<file path="config.mk">
export PLATFORM = sky130hd
export DESIGN_NAME = bitmap_text_glyph_rasterizer_flat
export DESIGN_NICKNAME = d
export VERILOG_FILES = /design/src/rtl/bgr_pkg.sv /design/src/rtl/bgr_if.sv /design/src/rtl/bgr_front.sv /design/src/rtl/bgr_fifo.sv /design/src/rtl/bgr_back.sv /design/src/rtl/bitmap_text_glyph_rasterizer.sv /design/src/flat_wrapper.sv
export SDC_FILE = /design/constraint.sdc
export NUM_CORES = 1
export LEC_CHECK = 0
export BUFFER_PORTS_ARGS = -buffer_cell sky130_fd_sc_hd__buf_2
export CAP_MARGIN = 20
export CORE_MARGIN = 1.5
export CORE_UTILIZATION = 23
export DETAILED_ROUTE_END_ITERATION = 8
export GPL_TIMING_DRIVEN = 1
export PLACE_DENSITY_LB_ADDON = 0.1
export REMOVE_ABC_BUFFERS = 1
export SYNTH_ARGS = -nofsm -noshare
export SYNTH_HDL_FRONTEND = slang
export SYNTH_SLANG_ARGS = --single-unit
</file>
<file path="constraint.sdc">
create_clock -name clk_i -period 5.85 [get_ports clk_i]
set_clock_uncertainty 0.1 [all_clocks]
set_input_delay 1.4625 -clock clk_i [delete_from_list [all_inputs] [get_ports clk_i]]
set_output_delay 1.4625 -clock clk_i [all_outputs]
set_load 0.03 [all_outputs]
</file>
<file path="src/rtl/bgr_pkg.sv">
package bgr_pkg;

  // Default width of the drawing coordinates.
  localparam int unsigned COORD_BITS_DEF = 16;

  // Configuration port.
  localparam int unsigned CFG_DATA_W = 24;
  localparam int unsigned CFG_IDX_W  = 2;

  typedef enum logic [CFG_IDX_W-1:0] {
    CFG_START_X    = 2'd0,
    CFG_START_Y    = 2'd1,
    CFG_SCALE      = 2'd2,
    CFG_TEXT_COLOR = 2'd3
  } cfg_idx_e;

  localparam int unsigned POS_W   = 16;
  localparam int unsigned SCALE_W = 4;
  localparam int unsigned COLOR_W = 24;

  localparam logic [POS_W-1:0]   START_X_RST    = '0;
  localparam logic [POS_W-1:0]   START_Y_RST    = '0;
  localparam logic [SCALE_W-1:0] SCALE_RST      = 4'd1;
  localparam logic [COLOR_W-1:0] TEXT_COLOR_RST = 24'hFFFFFF;

  // Byte codes of the two-byte C with cedilla.
  localparam logic [7:0] LEAD_BYTE     = 8'hC3;
  localparam logic [7:0] CEDILLA_UPPER = 8'h87;
  localparam logic [7:0] CEDILLA_LOWER = 8'hA7;

  // A glyph advances the cursor by this many dot cells.
  localparam logic [2:0] ADVANCE_CELLS = 3'd6;

  // Glyph geometry.
  localparam int unsigned GLYPH_ROWS = 7;
  localparam int unsigned GLYPH_COLS = 5;
  localparam int unsigned ROW_W      = 3;
  localparam int unsigned COL_W      = 3;
  // Row counter value that marks the advance beat after the last dot row.
  localparam logic [ROW_W-1:0] ROW_ADVANCE = ROW_W'(GLYPH_ROWS);
  localparam logic [COL_W-1:0] COL_LAST    = COL_W'(GLYPH_COLS - 1);
  localparam logic [ROW_W-1:0] ROW_LAST    = ROW_W'(GLYPH_ROWS - 1);

  // Glyph numbers: the font entries, and the cedilla in the spare slot.
  localparam int unsigned GLYPH_W       = 5;
  localparam int unsigned GLYPH_COUNT   = 32;
  localparam logic [GLYPH_W-1:0] GLYPH_BLANK   = 5'd0;
  localparam logic [GLYPH_W-1:0] GLYPH_CEDILLA = 5'd31;

  // Depth of the job queue between front and back.
  localparam int unsigned QUEUE_DEPTH = 2;
  localparam int unsigned QUEUE_PTR_W = (QUEUE_DEPTH > 1) ? $clog2(QUEUE_DEPTH) : 1;
  localparam int unsigned QUEUE_CNT_W = $clog2(QUEUE_DEPTH + 1);

  // Result kinds.
  typedef enum logic {
    KIND_RECT    = 1'b0,
    KIND_ADVANCE = 1'b1
  } item_kind_e;

  // One unit of work for the back end.
  typedef struct packed {
    logic               load;   // cursor takes start_x before anything else
    logic               draw;   // a glyph is drawn
    logic [GLYPH_W-1:0] glyph;
    logic               last;   // the advance closes the input beat's results
  } job_t;

  // Rows top first; bit 4 of a row is the left column.
  typedef logic [0:GLYPH_ROWS-1][GLYPH_COLS-1:0] glyph_t;

  localparam glyph_t GLYPH_ROM [GLYPH_COUNT] = '{
    '{5'h00, 5'h00, 5'h00, 5'h00, 5'h00, 5'h00, 5'h00},  // space
    '{5'h00, 5'h00, 5'h00, 5'h1F, 5'h00, 5'h00, 5'h00},  // -
    '{5'h00, 5'h04, 5'h00, 5'h00, 5'h00, 5'h04, 5'h00},  // :
    '{5'h0E, 5'h11, 5'h13, 5'h15, 5'h19, 5'h11, 5'h0E},  // 0
    '{5'h04, 5'h0C, 5'h04, 5'h04, 5'h04, 5'h04, 5'h0E},  // 1
    '{5'h0E, 5'h11, 5'h01, 5'h02, 5'h04, 5'h08, 5'h1F},  // 2
    '{5'h1E, 5'h01, 5'h01, 5'h0E, 5'h01, 5'h01, 5'h1E},  // 3
    '{5'h02, 5'h06, 5'h0A, 5'h12, 5'h1F, 5'h02, 5'h02},  // 4
    '{5'h1F, 5'h10, 5'h10, 5'h1E, 5'h01, 5'h01, 5'h1E},  // 5
    '{5'h07, 5'h08, 5'h10, 5'h1E, 5'h11, 5'h11, 5'h0E},  // 6
    '{5'h1F, 5'h01, 5'h02, 5'h04, 5'h08, 5'h08, 5'h08},  // 7
    '{5'h0E, 5'h11, 5'h11, 5'h0E, 5'h11, 5'h11, 5'h0E},  // 8
    '{5'h0E, 5'h11, 5'h11, 5'h0F, 5'h01, 5'h02, 5'h1C},  // 9
    '{5'h0E, 5'h11, 5'h11, 5'h1F, 5'h11, 5'h11, 5'h11},  // A
    '{5'h0E, 5'h11, 5'h10, 5'h10, 5'h10, 5'h11, 5'h0E},  // C
    '{5'h1F, 5'h10, 5'h10, 5'h1E, 5'h10, 5'h10, 5'h1F},  // E
    '{5'h0E, 5'h11, 5'h10, 5'h17, 5'h11, 5'h11, 5'h0E},  // G
    '{5'h11, 5'h11, 5'h11, 5'h1F, 5'h11, 5'h11, 5'h11},  // H
    '{5'h0E, 5'h04, 5'h04, 5'h04, 5'h04, 5'h04, 5'h0E},  // I
    '{5'h10, 5'h10, 5'h10, 5'h10, 5'h10, 5'h10, 5'h1F},  // L
    '{5'h11, 5'h1B, 5'h15, 5'h15, 5'h11, 5'h11, 5'h11},  // M
    '{5'h11, 5'h19, 5'h15, 5'h13, 5'h11, 5'h11, 5'h11},  // N
    '{5'h0E, 5'h11, 5'h11, 5'h11, 5'h11, 5'h11, 5'h0E},  // O
    '{5'h1E, 5'h11, 5'h11, 5'h1E, 5'h10, 5'h10, 5'h10},  // P
    '{5'h1E, 5'h11, 5'h11, 5'h1E, 5'h12, 5'h11, 5'h11},  // R
    '{5'h0F, 5'h10, 5'h10, 5'h0E, 5'h01, 5'h01, 5'h1E},  // S
    '{5'h1F, 5'h04, 5'h04, 5'h04, 5'h04, 5'h04, 5'h04},  // T
    '{5'h11, 5'h11, 5'h11, 5'h11, 5'h11, 5'h11, 5'h0E},  // U
    '{5'h11, 5'h11, 5'h11, 5'h11, 5'h11, 5'h0A, 5'h04},  // V
    '{5'h11, 5'h11, 5'h0A, 5'h04, 5'h04, 5'h04, 5'h04},  // Y
    '{5'h0E, 5'h08, 5'h08, 5'h08, 5'h08, 5'h08, 5'h0E},  // [
    '{5'h0E, 5'h11, 5'h10, 5'h10, 5'h10, 5'h11, 5'h06}   // C with cedilla
  };

  // Maps a text byte to its glyph number; anything without a glyph is blank.
  function automatic logic [GLYPH_W-1:0] glyph_of(input logic [7:0] code);
    logic [GLYPH_W-1:0] idx;
    unique case (code)
      8'h2D:   idx = 5'd1;   // -
      8'h3A:   idx = 5'd2;   // :
      8'h30:   idx = 5'd3;
      8'h31:   idx = 5'd4;
      8'h32:   idx = 5'd5;
      8'h33:   idx = 5'd6;
      8'h34:   idx = 5'd7;
      8'h35:   idx = 5'd8;
      8'h36:   idx = 5'd9;
      8'h37:   idx = 5'd10;
      8'h38:   idx = 5'd11;
      8'h39:   idx = 5'd12;
      8'h41:   idx = 5'd13;  // A
      8'h43:   idx = 5'd14;  // C
      8'h45:   idx = 5'd15;  // E
      8'h47:   idx = 5'd16;  // G
      8'h48:   idx = 5'd17;  // H
      8'h49:   idx = 5'd18;  // I
      8'h4C:   idx = 5'd19;  // L
      8'h4D:   idx = 5'd20;  // M
      8'h4E:   idx = 5'd21;  // N
      8'h4F:   idx = 5'd22;  // O
      8'h50:   idx = 5'd23;  // P
      8'h52:   idx = 5'd24;  // R
      8'h53:   idx = 5'd25;  // S
      8'h54:   idx = 5'd26;  // T
      8'h55:   idx = 5'd27;  // U
      8'h56:   idx = 5'd28;  // V
      8'h59:   idx = 5'd29;  // Y
      8'h5B:   idx = 5'd30;  // [
      default: idx = GLYPH_BLANK;
    endcase
    return idx;
  endfunction

endpackage

</file>
<file path="src/rtl/bgr_if.sv">
// Text byte channel.
interface bgr_text_if;
  logic       valid;
  logic       ready;
  logic [7:0] text_byte;
  logic       string_start;
  logic       end_of_text;

  modport source (output valid, text_byte, string_start, end_of_text, input ready);
  modport sink   (input valid, text_byte, string_start, end_of_text, output ready);
endinterface

// Drawing item channel.
interface bgr_rect_if #(
  parameter int unsigned COORD_BITS = bgr_pkg::COORD_BITS_DEF
);
  logic                          valid;
  logic                          ready;
  logic                          item_kind;
  logic [COORD_BITS-1:0]         rect_x;
  logic [COORD_BITS-1:0]         rect_y;
  logic [bgr_pkg::SCALE_W-1:0]   rect_size;
  logic [bgr_pkg::COLOR_W-1:0]   rect_color;
  logic [COORD_BITS-1:0]         pen_x;
  logic                          last;

  modport source (output valid, item_kind, rect_x, rect_y, rect_size, rect_color,
                  pen_x, last, input ready);
  modport sink   (input valid, item_kind, rect_x, rect_y, rect_size, rect_color,
                  pen_x, last, output ready);
endinterface

</file>
<file path="src/rtl/bgr_front.sv">
module bgr_front (
  input  logic            clk_i,
  input  logic            rst_ni,
  bgr_text_if.sink        text_i,
  output bgr_pkg::job_t   push_data_o,
  output logic            push_valid_o,
  input  logic            full_i
);

  logic          pend_q, pend_d;
  logic          hold_valid_q, hold_valid_d;
  bgr_pkg::job_t hold_q, hold_d;
  bgr_pkg::job_t j0, j1;
  logic          j0_v, j1_v;
  logic          accept, pend_eff, is_ced, is_lead;

  // A second job waiting in the hold register blocks new beats until it has
  // entered the queue.
  assign text_i.ready = !hold_valid_q && !full_i;
  assign accept       = text_i.valid && text_i.ready;

  assign pend_eff = text_i.string_start ? 1'b0 : pend_q;
  assign is_lead  = (text_i.text_byte == bgr_pkg::LEAD_BYTE);
  assign is_ced   = (text_i.text_byte == bgr_pkg::CEDILLA_UPPER) ||
                    (text_i.text_byte == bgr_pkg::CEDILLA_LOWER);

  always_comb begin
    j0     = '0;
    j1     = '0;
    j0_v   = 1'b0;
    j1_v   = 1'b0;
    pend_d = pend_q;
    if (accept) begin
      pend_d = 1'b0;
      if (text_i.end_of_text) begin
        if (pend_eff) begin
          j0 = '{load: text_i.string_start, draw: 1'b1, glyph: bgr_pkg::GLYPH_BLANK,
                 last: 1'b1};
          j0_v = 1'b1;
        end else if (text_i.string_start) begin
          j0 = '{load: 1'b1, draw: 1'b0, glyph: bgr_pkg::GLYPH_BLANK, last: 1'b1};
          j0_v = 1'b1;
        end
      end else if (pend_eff && is_ced) begin
        j0 = '{load: 1'b0, draw: 1'b1, glyph: bgr_pkg::GLYPH_CEDILLA, last: 1'b1};
        j0_v = 1'b1;
      end else if (pend_eff) begin
        // The held lead is drawn blank, then the new byte is handled.
        j0 = '{load: 1'b0, draw: 1'b1, glyph: bgr_pkg::GLYPH_BLANK, last: is_lead};
        j0_v = 1'b1;
        if (is_lead) begin
          pend_d = 1'b1;
        end else begin
          j1 = '{load: 1'b0, draw: 1'b1, glyph: bgr_pkg::glyph_of(text_i.text_byte),
                 last: 1'b1};
          j1_v = 1'b1;
        end
      end else if (is_lead) begin
        pend_d = 1'b1;
        if (text_i.string_start) begin
          j0 = '{load: 1'b1, draw: 1'b0, glyph: bgr_pkg::GLYPH_BLANK, last: 1'b1};
          j0_v = 1'b1;
        end
      end else begin
        j0 = '{load: text_i.string_start, draw: 1'b1,
               glyph: bgr_pkg::glyph_of(text_i.text_byte), last: 1'b1};
        j0_v = 1'b1;
      end
    end
  end

  always_comb begin
    hold_valid_d = hold_valid_q;
    hold_d       = hold_q;
    if (hold_valid_q && !full_i) begin
      hold_valid_d = 1'b0;
    end
    if (j1_v) begin
      hold_valid_d = 1'b1;
      hold_d       = j1;
    end
  end

  assign push_valid_o = hold_valid_q || j0_v;
  assign push_data_o  = hold_valid_q ? hold_q : j0;

  always_ff @(posedge clk_i or negedge rst_ni) begin
    if (!rst_ni) begin
      pend_q       <= 1'b0;
      hold_valid_q <= 1'b0;
    end else begin
      pend_q       <= pend_d;
      hold_valid_q <= hold_valid_d;
    end
  end

  always_ff @(posedge clk_i) begin
    hold_q <= hold_d;
  end

endmodule

</file>
<file path="src/rtl/bgr_fifo.sv">
module bgr_fifo (
  input  logic          clk_i,
  input  logic          rst_ni,
  input  logic          push_i,
  input  bgr_pkg::job_t push_data_i,
  output logic          full_o,
  output logic          valid_o,
  output bgr_pkg::job_t pop_data_o,
  input  logic          pop_i
);

  bgr_pkg::job_t                     mem_q [bgr_pkg::QUEUE_DEPTH];
  logic [bgr_pkg::QUEUE_PTR_W-1:0]   wr_q, rd_q;
  logic [bgr_pkg::QUEUE_CNT_W-1:0]   cnt_q;
  logic                              do_push, do_pop;

  assign full_o     = (cnt_q == bgr_pkg::QUEUE_CNT_W'(bgr_pkg::QUEUE_DEPTH));
  assign valid_o    = (cnt_q != '0);
  assign pop_data_o = mem_q[rd_q];
  assign do_push    = push_i && !full_o;
  assign do_pop     = pop_i && valid_o;

  function automatic logic [bgr_pkg::QUEUE_PTR_W-1:0] ptr_next(
    input logic [bgr_pkg::QUEUE_PTR_W-1:0] p
  );
    logic [bgr_pkg::QUEUE_PTR_W-1:0] n;
    if (p == bgr_pkg::QUEUE_PTR_W'(bgr_pkg::QUEUE_DEPTH - 1)) begin
      n = '0;
    end else begin
      n = p + 1'b1;
    end
    return n;
  endfunction

  always_ff @(posedge clk_i or negedge rst_ni) begin
    if (!rst_ni) begin
      wr_q  <= '0;
      rd_q  <= '0;
      cnt_q <= '0;
    end else begin
      if (do_push) begin
        wr_q <= ptr_next(wr_q);
      end
      if (do_pop) begin
        rd_q <= ptr_next(rd_q);
      end
      if (do_push && !do_pop) begin
        cnt_q <= cnt_q + 1'b1;
      end else if (do_pop && !do_push) begin
        cnt_q <= cnt_q - 1'b1;
      end
    end
  end

  always_ff @(posedge clk_i) begin
    if (do_push) begin
      mem_q[wr_q] <= push_data_i;
    end
  end

endmodule

</file>
<file path="src/rtl/bgr_back.sv">
module bgr_back #(
  parameter int unsigned COORD_BITS = bgr_pkg::COORD_BITS_DEF
) (
  input  logic                        clk_i,
  input  logic                        rst_ni,
  input  logic [bgr_pkg::POS_W-1:0]   start_x_i,
  input  logic [bgr_pkg::POS_W-1:0]   start_y_i,
  input  logic [bgr_pkg::SCALE_W-1:0] scale_i,
  input  logic [bgr_pkg::COLOR_W-1:0] color_i,
  input  logic                        job_valid_i,
  input  bgr_pkg::job_t               job_i,
  output logic                        job_pop_o,
  bgr_rect_if.source                  rect_o
);

  localparam int unsigned OFF_W = bgr_pkg::COL_W + bgr_pkg::SCALE_W;

  logic                          busy_q, busy_d;
  logic [bgr_pkg::GLYPH_W-1:0]   glyph_q, glyph_d;
  logic                          last_q, last_d;
  logic [bgr_pkg::ROW_W-1:0]     row_q, row_d;
  logic [bgr_pkg::COL_W-1:0]     col_q, col_d;
  logic [COORD_BITS-1:0]         cursor_q, cursor_d;

  logic                          out_valid_q, out_valid_d;
  logic                          out_kind_q, out_kind_d, out_last_q, out_last_d;
  logic [COORD_BITS-1:0]         out_x_q, out_x_d, out_y_q, out_y_d, out_cur_q, out_cur_d;
  logic [bgr_pkg::SCALE_W-1:0]   out_size_q, out_size_d;
  logic [bgr_pkg::COLOR_W-1:0]   out_color_q, out_color_d;

  logic                          step, at_advance, dot_set;
  logic [OFF_W-1:0]              x_off, y_off, adv_off;
  logic [COORD_BITS-1:0]         cursor_next;
  bgr_pkg::glyph_t               glyph_bits;

  // The output register moves on when it is empty or being taken.
  assign step       = !out_valid_q || rect_o.ready;
  assign at_advance = (row_q == bgr_pkg::ROW_ADVANCE);
  assign glyph_bits = bgr_pkg::GLYPH_ROM[glyph_q];
  assign dot_set    = !at_advance &&
                      glyph_bits[row_q][bgr_pkg::COL_W'(bgr_pkg::GLYPH_COLS - 1) - col_q];

  assign x_off       = col_q * scale_i;
  assign y_off       = row_q * scale_i;
  assign adv_off     = bgr_pkg::ADVANCE_CELLS * scale_i;
  assign cursor_next = cursor_q + COORD_BITS'(adv_off);

  // A new job is taken when idle, or in the cycle in which the advance beat is loaded into the output register.
  assign job_pop_o = job_valid_i && (!busy_q || (at_advance && step));

  always_comb begin
    busy_d      = busy_q;
    glyph_d     = glyph_q;
    last_d      = last_q;
    row_d       = row_q;
    col_d       = col_q;
    cursor_d    = cursor_q;
    out_valid_d = out_valid_q;
    out_kind_d  = out_kind_q;
    out_last_d  = out_last_q;
    out_x_d     = out_x_q;
    out_y_d     = out_y_q;
    out_cur_d   = out_cur_q;
    out_size_d  = out_size_q;
    out_color_d = out_color_q;

    if (step) begin
      out_valid_d = 1'b0;
    end

    if (busy_q && step) begin
      if (at_advance) begin
        busy_d      = 1'b0;
        cursor_d    = cursor_next;
        out_valid_d = 1'b1;
        out_kind_d  = bgr_pkg::KIND_ADVANCE;
        out_last_d  = last_q;
        out_x_d     = '0;
        out_y_d     = '0;
        out_size_d  = '0;
        out_color_d = '0;
        out_cur_d   = cursor_next;
      end else begin
        if (dot_set) begin
          out_valid_d = 1'b1;
          out_kind_d  = bgr_pkg::KIND_RECT;
          out_last_d  = 1'b0;
          out_x_d     = cursor_q + COORD_BITS'(x_off);
          out_y_d     = COORD_BITS'(start_y_i) + COORD_BITS'(y_off);
          out_size_d  = scale_i;
          out_color_d = color_i;
          out_cur_d   = '0;
        end
        if (col_q == bgr_pkg::COL_LAST) begin
          col_d = '0;
          row_d = row_q + 1'b1;
        end else begin
          col_d = col_q + 1'b1;
        end
      end
    end

    if (job_pop_o) begin
      busy_d  = job_i.draw;
      glyph_d = job_i.glyph;
      last_d  = job_i.last;
      row_d   = '0;
      col_d   = '0;
      if (job_i.load) begin
        cursor_d = COORD_BITS'(start_x_i);
      end
    end
  end

  always_ff @(posedge clk_i or negedge rst_ni) begin
    if (!rst_ni) begin
      busy_q      <= 1'b0;
      row_q       <= '0;
      col_q       <= '0;
      cursor_q    <= '0;
      out_valid_q <= 1'b0;
    end else begin
      busy_q      <= busy_d;
      row_q       <= row_d;
      col_q       <= col_d;
      cursor_q    <= cursor_d;
      out_valid_q <= out_valid_d;
    end
  end

  always_ff @(posedge clk_i) begin
    glyph_q     <= glyph_d;
    last_q      <= last_d;
    out_kind_q  <= out_kind_d;
    out_last_q  <= out_last_d;
    out_x_q     <= out_x_d;
    out_y_q     <= out_y_d;
    out_cur_q   <= out_cur_d;
    out_size_q  <= out_size_d;
    out_color_q <= out_color_d;
  end

  assign rect_o.valid      = out_valid_q;
  assign rect_o.item_kind  = out_kind_q;
  assign rect_o.rect_x     = out_x_q;
  assign rect_o.rect_y     = out_y_q;
  assign rect_o.rect_size  = out_size_q;
  assign rect_o.rect_color = out_color_q;
  assign rect_o.pen_x      = out_cur_q;
  assign rect_o.last       = out_last_q;

endmodule

</file>
<file path="src/rtl/bitmap_text_glyph_rasterizer.sv">
// Draws text as 5x7 dot glyphs. Each beat on text_i carries one UTF-8 byte;
// a known character is looked up in the built-in font, any other byte draws
// the blank glyph, and the pair 0xC3 then 0x87 or 0xA7 draws a C with
// cedilla (a lone 0xC3 is held until the next byte shows what it is). For
// every set dot the block sends a square of side scale on rect_o, scanning
// rows top to bottom and columns left to right, then one advance beat that
// carries the new cursor position; the cursor moves by six times scale and
// wraps at COORD_BITS bits. The last flag marks the final beat caused by an
// input beat. The drawing engine steps through every dot position, set or
// not, and then the advance, and it stalls while a beat waits on rect_o.
// That engine sets the throughput. A two-entry job queue lets the byte
// decoder take further bytes while a glyph is still being drawn.
// Configuration registers are written through cfg_we_i and must only change
// while no drawing is in progress.
module bitmap_text_glyph_rasterizer #(
  parameter int unsigned COORD_BITS = bgr_pkg::COORD_BITS_DEF
) (
  input  logic                            clk_i,
  input  logic                            rst_ni,
  bgr_text_if.sink                        text_i,
  bgr_rect_if.source                      rect_o,
  input  logic                            cfg_we_i,
  input  logic [bgr_pkg::CFG_IDX_W-1:0]   cfg_idx_i,
  input  logic [bgr_pkg::CFG_DATA_W-1:0]  cfg_data_i
);

  // Configuration registers.
  logic [bgr_pkg::POS_W-1:0]   start_x_q, start_y_q;
  logic [bgr_pkg::SCALE_W-1:0] scale_q;
  logic [bgr_pkg::COLOR_W-1:0] color_q;

  // Job queue between the byte decoder and the drawing engine.
  bgr_pkg::job_t push_data, pop_data;
  logic          push_valid, full, pop_valid, pop;

  always_ff @(posedge clk_i or negedge rst_ni) begin
    if (!rst_ni) begin
      start_x_q <= bgr_pkg::START_X_RST;
      start_y_q <= bgr_pkg::START_Y_RST;
      scale_q   <= bgr_pkg::SCALE_RST;
      color_q   <= bgr_pkg::TEXT_COLOR_RST;
    end else if (cfg_we_i) begin
      unique case (bgr_pkg::cfg_idx_e'(cfg_idx_i))
        bgr_pkg::CFG_START_X:    start_x_q <= cfg_data_i[bgr_pkg::POS_W-1:0];
        bgr_pkg::CFG_START_Y:    start_y_q <= cfg_data_i[bgr_pkg::POS_W-1:0];
        bgr_pkg::CFG_SCALE:      scale_q   <= cfg_data_i[bgr_pkg::SCALE_W-1:0];
        bgr_pkg::CFG_TEXT_COLOR: color_q   <= cfg_data_i[bgr_pkg::COLOR_W-1:0];
        default: ;
      endcase
    end
  end

  // The decoder turns each byte into at most two glyph jobs and keeps the
  // pending lead byte; string starts travel with the jobs so the cursor is
  // reloaded in order with the drawing.
  bgr_front u_front (
    .clk_i        (clk_i),
    .rst_ni       (rst_ni),
    .text_i       (text_i),
    .push_data_o  (push_data),
    .push_valid_o (push_valid),
    .full_i       (full)
  );

  bgr_fifo u_fifo (
    .clk_i       (clk_i),
    .rst_ni      (rst_ni),
    .push_i      (push_valid),
    .push_data_i (push_data),
    .full_o      (full),
    .valid_o     (pop_valid),
    .pop_data_o  (pop_data),
    .pop_i       (pop)
  );

  // The drawing engine owns the cursor and the output register.
  bgr_back #(
    .COORD_BITS (COORD_BITS)
  ) u_back (
    .clk_i       (clk_i),
    .rst_ni      (rst_ni),
    .start_x_i   (start_x_q),
    .start_y_i   (start_y_q),
    .scale_i     (scale_q),
    .color_i     (color_q),
    .job_valid_i (pop_valid),
    .job_i       (pop_data),
    .job_pop_o   (pop),
    .rect_o      (rect_o)
  );

endmodule
</file>
<file path="src/flat_wrapper.sv">
// flat-port wrapper written by rule: the top's interface ports become plain ports
module bitmap_text_glyph_rasterizer_flat 
#(
  parameter int unsigned COORD_BITS = bgr_pkg::COORD_BITS_DEF
)
  (clk_i, rst_ni, cfg_we_i, cfg_idx_i, cfg_data_i, text_i_valid, text_i_text_byte, text_i_string_start, text_i_end_of_text, text_i_ready, rect_o_valid, rect_o_item_kind, rect_o_rect_x, rect_o_rect_y, rect_o_rect_size, rect_o_rect_color, rect_o_pen_x, rect_o_last, rect_o_ready);
  bgr_text_if text_i_i ();
  bgr_rect_if #(.COORD_BITS(COORD_BITS)) rect_o_i ();
  input  logic clk_i;
  input  logic rst_ni;
  input  logic cfg_we_i;
  input  logic [bgr_pkg::CFG_IDX_W-1:0] cfg_idx_i;
  input  logic [bgr_pkg::CFG_DATA_W-1:0] cfg_data_i;
  input wire logic [$bits(text_i_i.valid)-1:0] text_i_valid;
  input wire logic [$bits(text_i_i.text_byte)-1:0] text_i_text_byte;
  input wire logic [$bits(text_i_i.string_start)-1:0] text_i_string_start;
  input wire logic [$bits(text_i_i.end_of_text)-1:0] text_i_end_of_text;
  output wire logic [$bits(text_i_i.ready)-1:0] text_i_ready;
  output wire logic [$bits(rect_o_i.valid)-1:0] rect_o_valid;
  output wire logic [$bits(rect_o_i.item_kind)-1:0] rect_o_item_kind;
  output wire logic [$bits(rect_o_i.rect_x)-1:0] rect_o_rect_x;
  output wire logic [$bits(rect_o_i.rect_y)-1:0] rect_o_rect_y;
  output wire logic [$bits(rect_o_i.rect_size)-1:0] rect_o_rect_size;
  output wire logic [$bits(rect_o_i.rect_color)-1:0] rect_o_rect_color;
  output wire logic [$bits(rect_o_i.pen_x)-1:0] rect_o_pen_x;
  output wire logic [$bits(rect_o_i.last)-1:0] rect_o_last;
  input wire logic [$bits(rect_o_i.ready)-1:0] rect_o_ready;
  assign text_i_i.valid = text_i_valid;
  assign text_i_i.text_byte = text_i_text_byte;
  assign text_i_i.string_start = text_i_string_start;
  assign text_i_i.end_of_text = text_i_end_of_text;
  assign text_i_ready = text_i_i.ready;
  assign rect_o_valid = rect_o_i.valid;
  assign rect_o_item_kind = rect_o_i.item_kind;
  assign rect_o_rect_x = rect_o_i.rect_x;
  assign rect_o_rect_y = rect_o_i.rect_y;
  assign rect_o_rect_size = rect_o_i.rect_size;
  assign rect_o_rect_color = rect_o_i.rect_color;
  assign rect_o_pen_x = rect_o_i.pen_x;
  assign rect_o_last = rect_o_i.last;
  assign rect_o_i.ready = rect_o_ready;
  bitmap_text_glyph_rasterizer #(.COORD_BITS(COORD_BITS)) u_core (.clk_i(clk_i), .rst_ni(rst_ni), .text_i(text_i_i), .rect_o(rect_o_i), .cfg_we_i(cfg_we_i), .cfg_idx_i(cfg_idx_i), .cfg_data_i(cfg_data_i));
endmodule
</file>
# Word level (Yosys, flattened, before mapping)
# Memory sizes are Yosys's and may differ from the RTL's.
# Cells that the tools add are included.
[word_totals] regBits=182 ram_bits=16 mem_bits_ro=2400 inputBits=41 wordCells=171 n_memories=4
[mem_list] name="(name not given)" depth=32 word_bits=35 read_ports=1 rd_ports_with_merged_regs=0 write_ports=0 line_no="bgr_back.sv:39" rtl="assign glyph_bits = bgr_pkg::GLYPH_ROM[glyph_q];"
[mem_list] name="(name not given)" depth=128 word_bits=5 read_ports=1 rd_ports_with_merged_regs=0 write_ports=0 line_no="bgr_pkg.sv:110" rtl="unique case (code)"
[mem_list] name="(name not given)" depth=128 word_bits=5 read_ports=1 rd_ports_with_merged_regs=0 write_ports=0 line_no="bgr_pkg.sv:110"
[mem_list] name="u_core.u_fifo.mem_q" depth=2 word_bits=8 read_ports=1 rd_ports_with_merged_regs=0 write_ports=1 line_no="bgr_fifo.sv:12" rtl="bgr_pkg::job_t mem_q [bgr_pkg::QUEUE_DEPTH];"
[classes] n_addsub=10 mul=3 n_lt_le_gt_ge=3 n_eq_ne=10 muxes=69 bitwise_logic=4 n_reduce_logical=41
[ops] op="$mux W16" count=8
[ops] op="$mux W35" count=2
[ops] op="$mux W8" count=8
[ops] op="$add A16 B7 Y16" count=3
[ops] op="$mux W1" count=32
[ops] op="$eq A8 B8 Y1 const B" count=3
[ops] op="$mux W24" count=1
[ops] op="$mux W3" count=8
[ops] op="$mux W5" count=4
[ops] op="$bmux W5 S3" count=1
[ops] op="$mul A3 B4 Y7" count=2
[ops] op="$reduce_and A2 Y1" count=7
[ops] op="$reduce_bool A2 Y1" count=7
[ops] op="$logic_and A1 B1 Y1" count=12
[ops] op="$logic_not A1 Y1" count=7
[ops] op="$mux W7" count=1
[ops] op="$add A3 B1 Y3 const B" count=2
[ops] op="$eq A2 B2 Y1 const B" count=3
[ops] op="$eq A3 B3 Y1 const B" count=2
[ops] op="$ge A6 B6 Y1 const B" count=1
[ops] op="$mul A2 B4 Y6 const A" count=1
[ops] op="$not A5 Y6" count=1
[ops] op="$reduce_or A6 Y1" count=1
[ops] op="$ge A4 B4 Y1 const B" count=1
[ops] op="other kinds (16)" count=22

# Depth between registers and ports, before layout
# Gate-level depths: netlist (run 1).
[logic_depth] word_depth=13 depth_mapped=15

# Hierarchy
# A second synthesis (run 1) with hierarchy kept.
[unflattened] hier_cells=1072 hier_area_um2=11614.9
[modules_own_cells] module="bgr_back" instances=1 cells_each=776 area_per_inst_um2=7523.5 seq_area_each_um2=3123.0
[modules_own_cells] module="bitmap_text_glyph_rasterizer" instances=1 cells_each=128 area_per_inst_um2=2290.9 seq_area_each_um2=1532.7
[modules_own_cells] module="bgr_front" instances=1 cells_each=124 area_per_inst_um2=1014.7 seq_area_each_um2=230.2
[modules_own_cells] module="bgr_fifo" instances=1 cells_each=44 area_per_inst_um2=785.8 seq_area_each_um2=580.6

# Worst setup path before layout (run 1)
# OpenSTA, ideal clock, no wires.
[synth_timing] path_kind="register to register" startpoint="register u_core.u_back.glyph_q[0] (netlist name)" endpoint="register u_core.u_back.out_kind_q (netlist: u_core.u_back.rect_o.item_kind), enable pin" setup_time_ps=443 arrival_time_ps=4325 required_ps=5307 path_slack_ps=982 path_stages_with_launch=11 n_path_buf=1 period_less_slack_ps=4868 cell_sequence="edfxtp_1 clkbuf_1 inv_1 ha_1 nand2b_1 a21o_1 a21oi_1 o31a_1 o41a_1 a2111oi_2 a31o_1"
[synth_via] elab_chain_cells=12
[synth_rtl] item="start, declared" line_no="bgr_back.sv:19" rtl="logic [bgr_pkg::GLYPH_W-1:0] glyph_q, glyph_d;"
[synth_rtl] item="start signal, assigned" line_no="bgr_back.sv:132" rtl="glyph_q <= glyph_d;"
[synth_rtl] item="$not A5 Y6 (implied by the code)" line_no="bgr_back.sv:39"
[synth_rtl] item="$mem_v2 Z32 W35"
[synth_rtl] item="$mux W35 (implied by the code) (2 in series)" line_no="bgr_back.sv:39"
[synth_rtl] item="$bmux W5 S3" line_no="bgr_back.sv:41" rtl="glyph_bits[row_q][bgr_pkg::COL_W'(bgr_pkg::GLYPH_COLS - 1) - col_q];"
[synth_rtl] item="$mux W5 (implied by the code) (2 in series)" line_no="bgr_back.sv:41"
[synth_rtl] item="$bmux W1 S3" line_no="bgr_back.sv:41"
[synth_rtl] item="$mux W1 (implied by the code)" line_no="bgr_back.sv:41"
[synth_rtl] item="$logic_and A1 B1 Y1" line_no="bgr_back.sv:40" rtl="assign dot_set = !at_advance &&"
[synth_rtl] item="$reduce_bool A2 Y1 (no source line)"
[synth_rtl] item="$reduce_and A2 Y1 (no source line)"
[synth_rtl] item="end signal, assigned" line_no="bgr_back.sv:134" rtl="out_kind_q <= out_kind_d;"
[synth_rtl] item="end, declared" line_no="bgr_back.sv:26" rtl="logic out_kind_q, out_kind_d, out_last_q, out_last_d;"
# Every way passes these cells. The select of a mux whose other input is x is not followed.
# A chain may end at the register's enable or synchronous reset.

# Worst setup path after layout (run 1)
[layout_timing] startpoint="register u_core.u_back.row_q[1] (netlist name)" endpoint="register u_core.u_back.out_y_q[15] (netlist: u_core.u_back.rect_o.rect_y[15]), data pin"
[layout_via] elab_chain_cells=3
[layout_rtl] item="start, declared" line_no="bgr_back.sv:21" rtl="logic [bgr_pkg::ROW_W-1:0] row_q, row_d;"
[layout_rtl] item="start signal, assigned" line_no="bgr_back.sv:124" rtl="row_q <= row_d;"
[layout_rtl] item="$mul A3 B4 Y7" line_no="bgr_back.sv:44" rtl="assign y_off = row_q * scale_i;"
[layout_rtl] item="$add A16 B7 Y16" line_no="bgr_back.sv:89" rtl="out_y_d = COORD_BITS'(start_y_i) + COORD_BITS'(y_off);"
[layout_rtl] item="$mux W16" line_no="bgr_back.sv:84" rtl="if (dot_set) begin"
[layout_rtl] item="end signal, assigned" line_no="bgr_back.sv:137" rtl="out_y_q <= out_y_d;"
[layout_rtl] item="end, declared" line_no="bgr_back.sv:27" rtl="logic [COORD_BITS-1:0] out_x_q, out_x_d, out_y_q, out_y_d, out_cur_q, out_cur_d;"
# Several ways; a longest one is shown, not always the timed one. The select of a mux whose other input is x is not followed.

==> run_results.csv, run 1 <==
group,metric,value,unit
final_layout,final_common_cell,"buf_2",
clock_network,insertion_delay,0.45,ns
synthesis,yosysUniqueCellTypes,81,
timing,tightest_slew,1.05,ns
clock_network,post_cts_resized,0,
worst_setup_path,worst-path-buf-inv,2,
synthesis,yosys_warnings,0,
synthesis,synthFlopType,"edfxtp_1",
synthesis,synth-edff-count,106,
job,maxCapViolations,0,
synthesis,synthCells,1079,
detailed_routing,drc,0,
detailed_routing,ant_nets,0,
detailed_routing,finalWirelength,32300,um
global_routing,track_usage,13.1,%
clock_network,cts_max_path_buffers,2,
worst_setup_path,critPathSlowestCell,"dfrtp_1",
worst_setup_path,crit_path_end_kind,"register",
timing,fmax,0.224,GHz
die,initial_core_util,23.4,%
clock_network,cts.clk_slew.worst_paths,0.07,ns
timing,slew_viol_final,0,
place,io_buffers,120,
timing,max_slew_margin,30.0,%
detailed_routing,detail_route.wl_per_cell,17.5,um
clock_network,ctsHoldBuffers,0,
synthesis,async_flop_share,45.9,%
synthesis,avgSynthCellArea,10.6,um^2
timing,setup_viol,0,
detailed_routing,drtIter0Drc,609,
timing,tns,0,ns
clock_network,clockRootBuffer,"clkbuf_16",
detailed_routing,drt_pass1_iterations,4,
worst_setup_path,r2r_start,"u_core.u_back.row_q[1]",
timing,hold_viol,0,
timing,fin_crit_sh,76.3,%
die,dieArea,51300,um^2
worst_setup_path,reg2reg_depth,13,
synthesis,netlist_area,11500,um^2
worst_setup_path,max_stage_delay,0.71,ns
outcome,outcome,"complete, no violations",
worst_hold_path,hold_end,"u_core.u_back.cursor_q[10]",
die,io_pins,121,
synthesis,yosysTopAreaCell,"edfxtp_1",
timing,final.setup.worst_slack,1.39,ns
global_routing,grt_overflow_total,0,
synthesis,synth.top_cell.area_share,27.7,%
detailed_routing,vias_per_cell,4.45,
synthesis,ys_ff_latch,196,
die,core,49100,um^2
clock_network,htreeDepth,4,
timing,min_period,4.46,ns
worst_setup_path,critical_path_class,"reg2reg",
global_routing,grt_max_degree,79,
worst_setup_path,reg2reg_slack,1.39,ns
worst_setup_path,worst_path_most_repeated_cell,"fa_1",
worst_setup_path,cp_max_fo,18,
timing,rsz0062_at_grt,"false",
place,hpwl,22900,um
final_layout,nNetsFinal,1275,
global_routing,grt_pass1_vias,8370,
worst_hold_path,hp-class,"reg2reg",
pwr,ir_drop,547,uV
final_layout,drive_above_1_share,23.6,%
place,gp_congestion,0.851,
worst_setup_path,arrival,4.55,ns
die,die_h,226,um
worst_setup_path,r2r-end,"u_core.u_back.rect_o.rect_y[15]",
clock_network,cts_buffers,17,
global_routing,antenna_found_initial,4,
worst_hold_path,min_from,"u_core.start_x_q[10]",
worst_setup_path,crit_chain,"nand2_1 > fa_1 > inv_1 > fa_1 > inv_1 > fa_1 > nor2b_1 > o21ai_0 > a21oi_1 > o21ai_0 > a2111oi_0 > xnor2_1 > nor2_1",
worst_setup_path,required,5.94,ns
synthesis,synth_area_leaders,"edfxtp_1, dfrtp_1, mux2_2, dfstp_2, ha_1",
worst_setup_path,start_kind,"register",
pwr,p_per_area,516,nW/um^2
global_routing,grt_pass1_wl,50600,um
place,post-place-ws,1.39,ns
final_layout,syn_to_final_growth,16.2,%
clock_network,cts_tree,"built",
final_layout,utilization,27.2,%
worst_hold_path,min_path_cells,2,
pwr,p_leak,5.25,nW
die,die_w,226,um
final_layout,layout_common_cells,"buf_2, edfxtp_1, o21ai_0, mux2_2, nand2_1",
clock_network,clock_sinks,196,
worst_setup_path,cpLargestDelayFamily,"adder cells",
clock_network,postCtsSetupBuffers,0,
die,rows,81,
detailed_routing,via_count,8208,
synthesis,seq_area_frac_synth,47.6,%
flip-flops by register name (all words and copies together), names as in the netlist, 5 cells and up:
register and cells:
u_core.u_front.hold_q 6, u_core.start_y_q 16, u_core.color_q 24, u_core.start_x_q 16, u_core.u_back.glyph_q 5, u_core.u_back.cursor_q 16, u_core.u_back.rect_o.pen_x 16, u_core.u_fifo.mem_q 16
u_core.u_back.rect_o.rect_x 16, u_core.u_back.rect_o.rect_color 24, u_core.u_back.rect_o.rect_y 16
power by group:
part	switching [W]	total [W]	internal, W
sequential	0.000323	0.00256	0.00224
combinational	0.00209	0.00314	0.00104
clock	0.000563	0.00118	0.000615
worst max-delay path by stage:
stage / depth (start not counted) / endpoint / from / slack, ns
6_report: 13 / u_core.u_back.rect_o.rect_y[15] / u_core.u_back.row_q[1] / 1.39
4_1_cts: 13 / u_core.u_back.rect_o.rect_y[15] / u_core.u_back.row_q[1] / 1.38
5_1_grt: 13 / u_core.u_back.rect_o.rect_y[15] / u_core.u_back.row_q[2] / 1.01
3_3_place_gp: 13 / u_core.u_back.rect_o.rect_y[15] / u_core.u_back.row_q[2] / 1.50
3_5_place_dp: 13 / u_core.u_back.rect_o.rect_y[15] / u_core.u_back.row_q[1] / 1.39
2_1_floorplan: 7 / u_core.u_back.rect_o.item_kind / u_core.u_back.glyph_q[3] / 0.74
cells by family after synthesis:
group | after synthesis | synth area share, %
muxes | 77 | 7.48
xor gates and xnor gates | 41 | 3.13
DFF | 196 | 47.6
and+or+nand+nor | 331 | 15.2
AOI/OAI and AO/OA | 236 | 13.4
adders and majority gates | 67 | 8.35
buffers and inverters | 131 | 4.85
cells in the mapped netlist (10+ instances only):
| cell type | n |
|---|---|
| edfxtp_1 | 106 |
| mux2_2 | 70 |
| o21ai_0 | 70 |
| nand2_1 | 69 |
| dfrtp_1 | 65 |
| inv_1 | 62 |
| nor2_1 | 62 |
| a21oi_1 | 56 |
| ha_1 | 51 |
| nor2b_1 | 47 |
| clkbuf_1 | 44 |
| xnor2_1 | 30 |
| and2_1 | 29 |
| dfstp_2 | 25 |
| nor3_1 | 25 |
| nand2b_1 | 21 |
| nand3_1 | 17 |
| fa_1 | 16 |
| or3_1 | 15 |
| a21o_1 | 14 |
| buf_2 | 12 |
| a32oi_1 | 11 |
| xor2_1 | 11 |
| o211ai_1 | 10 |
cell type report:
class                   count  area, um^2
diodes                      2        5.00
clock buffers              21         493
clock inverters            11        87.6
fillers                  5269       35700
inverters                  64         240
multi-input cells         752        5490
flip-flops and latches    196        5470
well taps                 664         831
repair buffers            136         733
per-stage QoR:
step | hold slack, ns | total power, W | area [um^2] | std cells
floorplan | 0.346 | 0.00474 | 11200 | 1012
global placement | 0.365 | 0.00580 | 12800 | 1811
detailed placement | 0.371 | 0.00578 | 12800 | 1812
CTS | 0.396 | 0.00701 | 13300 | 1844
global route | 0.411 | 0.00742 | 13300 | 1846
finish | 0.379 | 0.00688 | 13300 | 1846
worst reg2reg max path, stage by stage, from the launching register on:
cell	delay [ns]
dfrtp_1	0.71
nand2_1	0.15
fa_1	0.54
inv_1	0.07
fa_1	0.57
inv_1	0.07
fa_1	0.43
nor2b_1	0.16
o21ai_0	0.12
a21oi_1	0.20
o21ai_0	0.22
a2111oi_0	0.64
xnor2_1	0.18
nor2_1	0.05
layer usage:
layer | wire (um) | up-vias | track usage, %
li1 | - | 4038 | -
met1 | 16100 | 3962 | 18.5
met2 | 14100 | 173 | 19.3
met3 | 1360 | 35 | 3.12
met4 | 749 | 0 | 4.54
met5 | 0 | - | 0
Power figures use the tool's default switching activity.
==> run 2, diff against run 1 <==
Clock period 5.85 ns to 3.62 ns, I/O delays scaled along.
==> run_results.csv, run 2 (synthesized netlist as in run 1, its figures left out) <==
group,metric,value,unit
timing,fin_hold_ws,0.357,ns
final_layout,utilization,29.2,%
detailed_routing,route.met3.wl,1300,um
worst_setup_path,critical_path_class,"reg2reg",
final_layout,drive_above_1_share,32.7,%
detailed_routing,via_count,8595,
die,rows,81,
timing,fin_crit_sh,99.5,%
global_routing,track_usage,13.4,%
global_routing,grt_pass1_vias,8757,
place,dp_cells,1891,
job,maxCapViolations,0,
worst_setup_path,start_kind,"register",
global_routing,grt_overflow_total,0,
die,die_w,226,um
detailed_routing,met1_length,16400,um
outcome,outcome,"complete, no violations",
worst_setup_path,arrival,3.69,ns
detailed_routing,dr_wl_met2,15000,um
worst_hold_path,hp-class,"in2async",
global_routing,grt_pass1_wl,52000,um
clock_network,cts_max_path_buffers,2,
timing,slew_viol_final,0,
pwr,ir_drop,326,uV
timing,fmax,0.278,GHz
clock_network,cts.clk_slew.worst_paths,0.08,ns
global_routing,grt_max_degree,55,
clock_network,htreeDepth,4,
clock_network,cts_tree,"built",
final_layout,final_common_cell,"buf_2",
clock_network,clockRootBuffer,"clkbuf_16",
die,dieArea,51300,um^2
place,io_buffers,120,
timing,rsz0062_at_grt,"true",
pwr,p_leak,5.76,nW
place,place_area,13400,um^2
final_layout,multi_input_area,5670,um^2
worst_setup_path,required,3.71,ns
place,gp_congestion,0.853,
detailed_routing,detail_route.wl_per_cell,17.2,um
detailed_routing,finalWirelength,33400,um
clock_network,ctsHoldBuffers,0,
die,initial_core_util,23.4,%
detailed_routing,vias_per_cell,4.44,
detailed_routing,drtIter0Drc,407,
place,hpwl,24300,um
final_layout,design_area,14300,um^2
timing,max_slew_margin,56.8,%
detailed_routing,drc,0,
worst_setup_path,cp_max_fo,5,
die,io_pins,121,
final_layout,layout_common_cells,"buf_2, edfxtp_1, buf_4",
die,core,49100,um^2
worst_setup_path,crit_path_end_kind,"register",
detailed_routing,highest_layer,"met5",
pwr,p_per_area,849,nW/um^2
timing,setup_viol,0,
detailed_routing,drt_pass1_iterations,5,
die,die_h,226,um
clock_network,cts_buffers,17,
final_layout,ff_latch_area,5470,um^2
clock_network,clock_sinks,196,
final_layout,fin_cells,1937,
final_layout,num-fill-cells,5210,
clock_network,insertion_delay,0.47,ns
global_routing,antenna_found_initial,2,
detailed_routing,ant_nets,0,
timing,min_period,3.60,ns
timing,hold_viol,0,
final_layout,nNetsFinal,1367,
pwr,power,0.0122,W
timing,tightest_slew,0.649,ns
final_layout,syn_to_final_growth,24.7,%
run 2: metal layers:
| layer | track usage [%] | vias to the layer above |
|---|---|---|
| met5 | 0 | - |
| met4 | 4.22 | 2 |
| met3 | 3.14 | 40 |
| met2 | 20.7 | 173 |
| met1 | 18.3 | 4158 |
| li1 | - | 4222 |
run 2: worst max-delay path, stage by stage, from the launching register on:
cell      delay, ns
dfstp_2        0.55
buf_4          0.12
nand2_2        0.05
fa_1           0.49
inv_2          0.04
fa_1           0.57
inv_2          0.04
fa_2           0.36
nor2b_4        0.13
o21ai_2        0.08
a21oi_2        0.22
o21ai_4        0.11
a211oi_2       0.26
xnor2_1        0.14
nor2_1         0.05
run 2: what timing repair did:
| action | CTS | global route |
|---|---|---|
| buffers inserted | 12 | 2 |
| cloned | 0 | 1 |
| setup endpoints to repair | 27 | 104 |
| resized for setup | 23 | 39 |
| pin swaps | 22 | 33 |
run 2: path summary, 6_finish.rpt:
kind,startpoint,cells past startpoint,slack [ns],end
max reg2reg,u_core.scale_q[0],14,0.02,u_core.u_back.rect_o.rect_x[15]
max in group asynchronous,rst_ni,2,2.32,u_core.color_q[17]
min,rst_ni,1,0.36,u_core.u_back.cursor_q[14]
max,u_core.scale_q[0],14,0.02,u_core.u_back.rect_o.rect_x[15]
min in group clk_i,u_core.start_x_q[10],2,0.39,u_core.u_back.cursor_q[10]
min reg2reg,u_core.start_x_q[10],2,0.39,u_core.u_back.cursor_q[10]
run 2: cell type report:
cell class	count	share of cell area, %
multi-input cells	752	39.6
flip-flops and latches	196	38.2
repair buffers	228	10.6
well taps	664	5.80
clock buffers	17	2.97
inverters	64	1.68
clock inverters	15	1.13
diodes	1	0.0175
run 2: stage by stage:
| step | TNS [ns] | worst slack, ns |
|---|---|---|
| floorplan | -125.91 | -1.49 |
| global placement | -3.63 | -0.411 |
| detailed placement | -2.57 | -0.386 |
| CTS | -0.0688 | -0.0414 |
| global route | -0.646 | -0.161 |
| finish | 0 | 0.0195 |
run 2: where the power goes:
group	leakage, nW	switching, W	internal (W)
Combinational	3.42	0.00378	0.00240
Sequential	2.05	0.000439	0.00361
Clock	0.289	0.00100	0.000927
Total	5.76	0.00522	0.00694
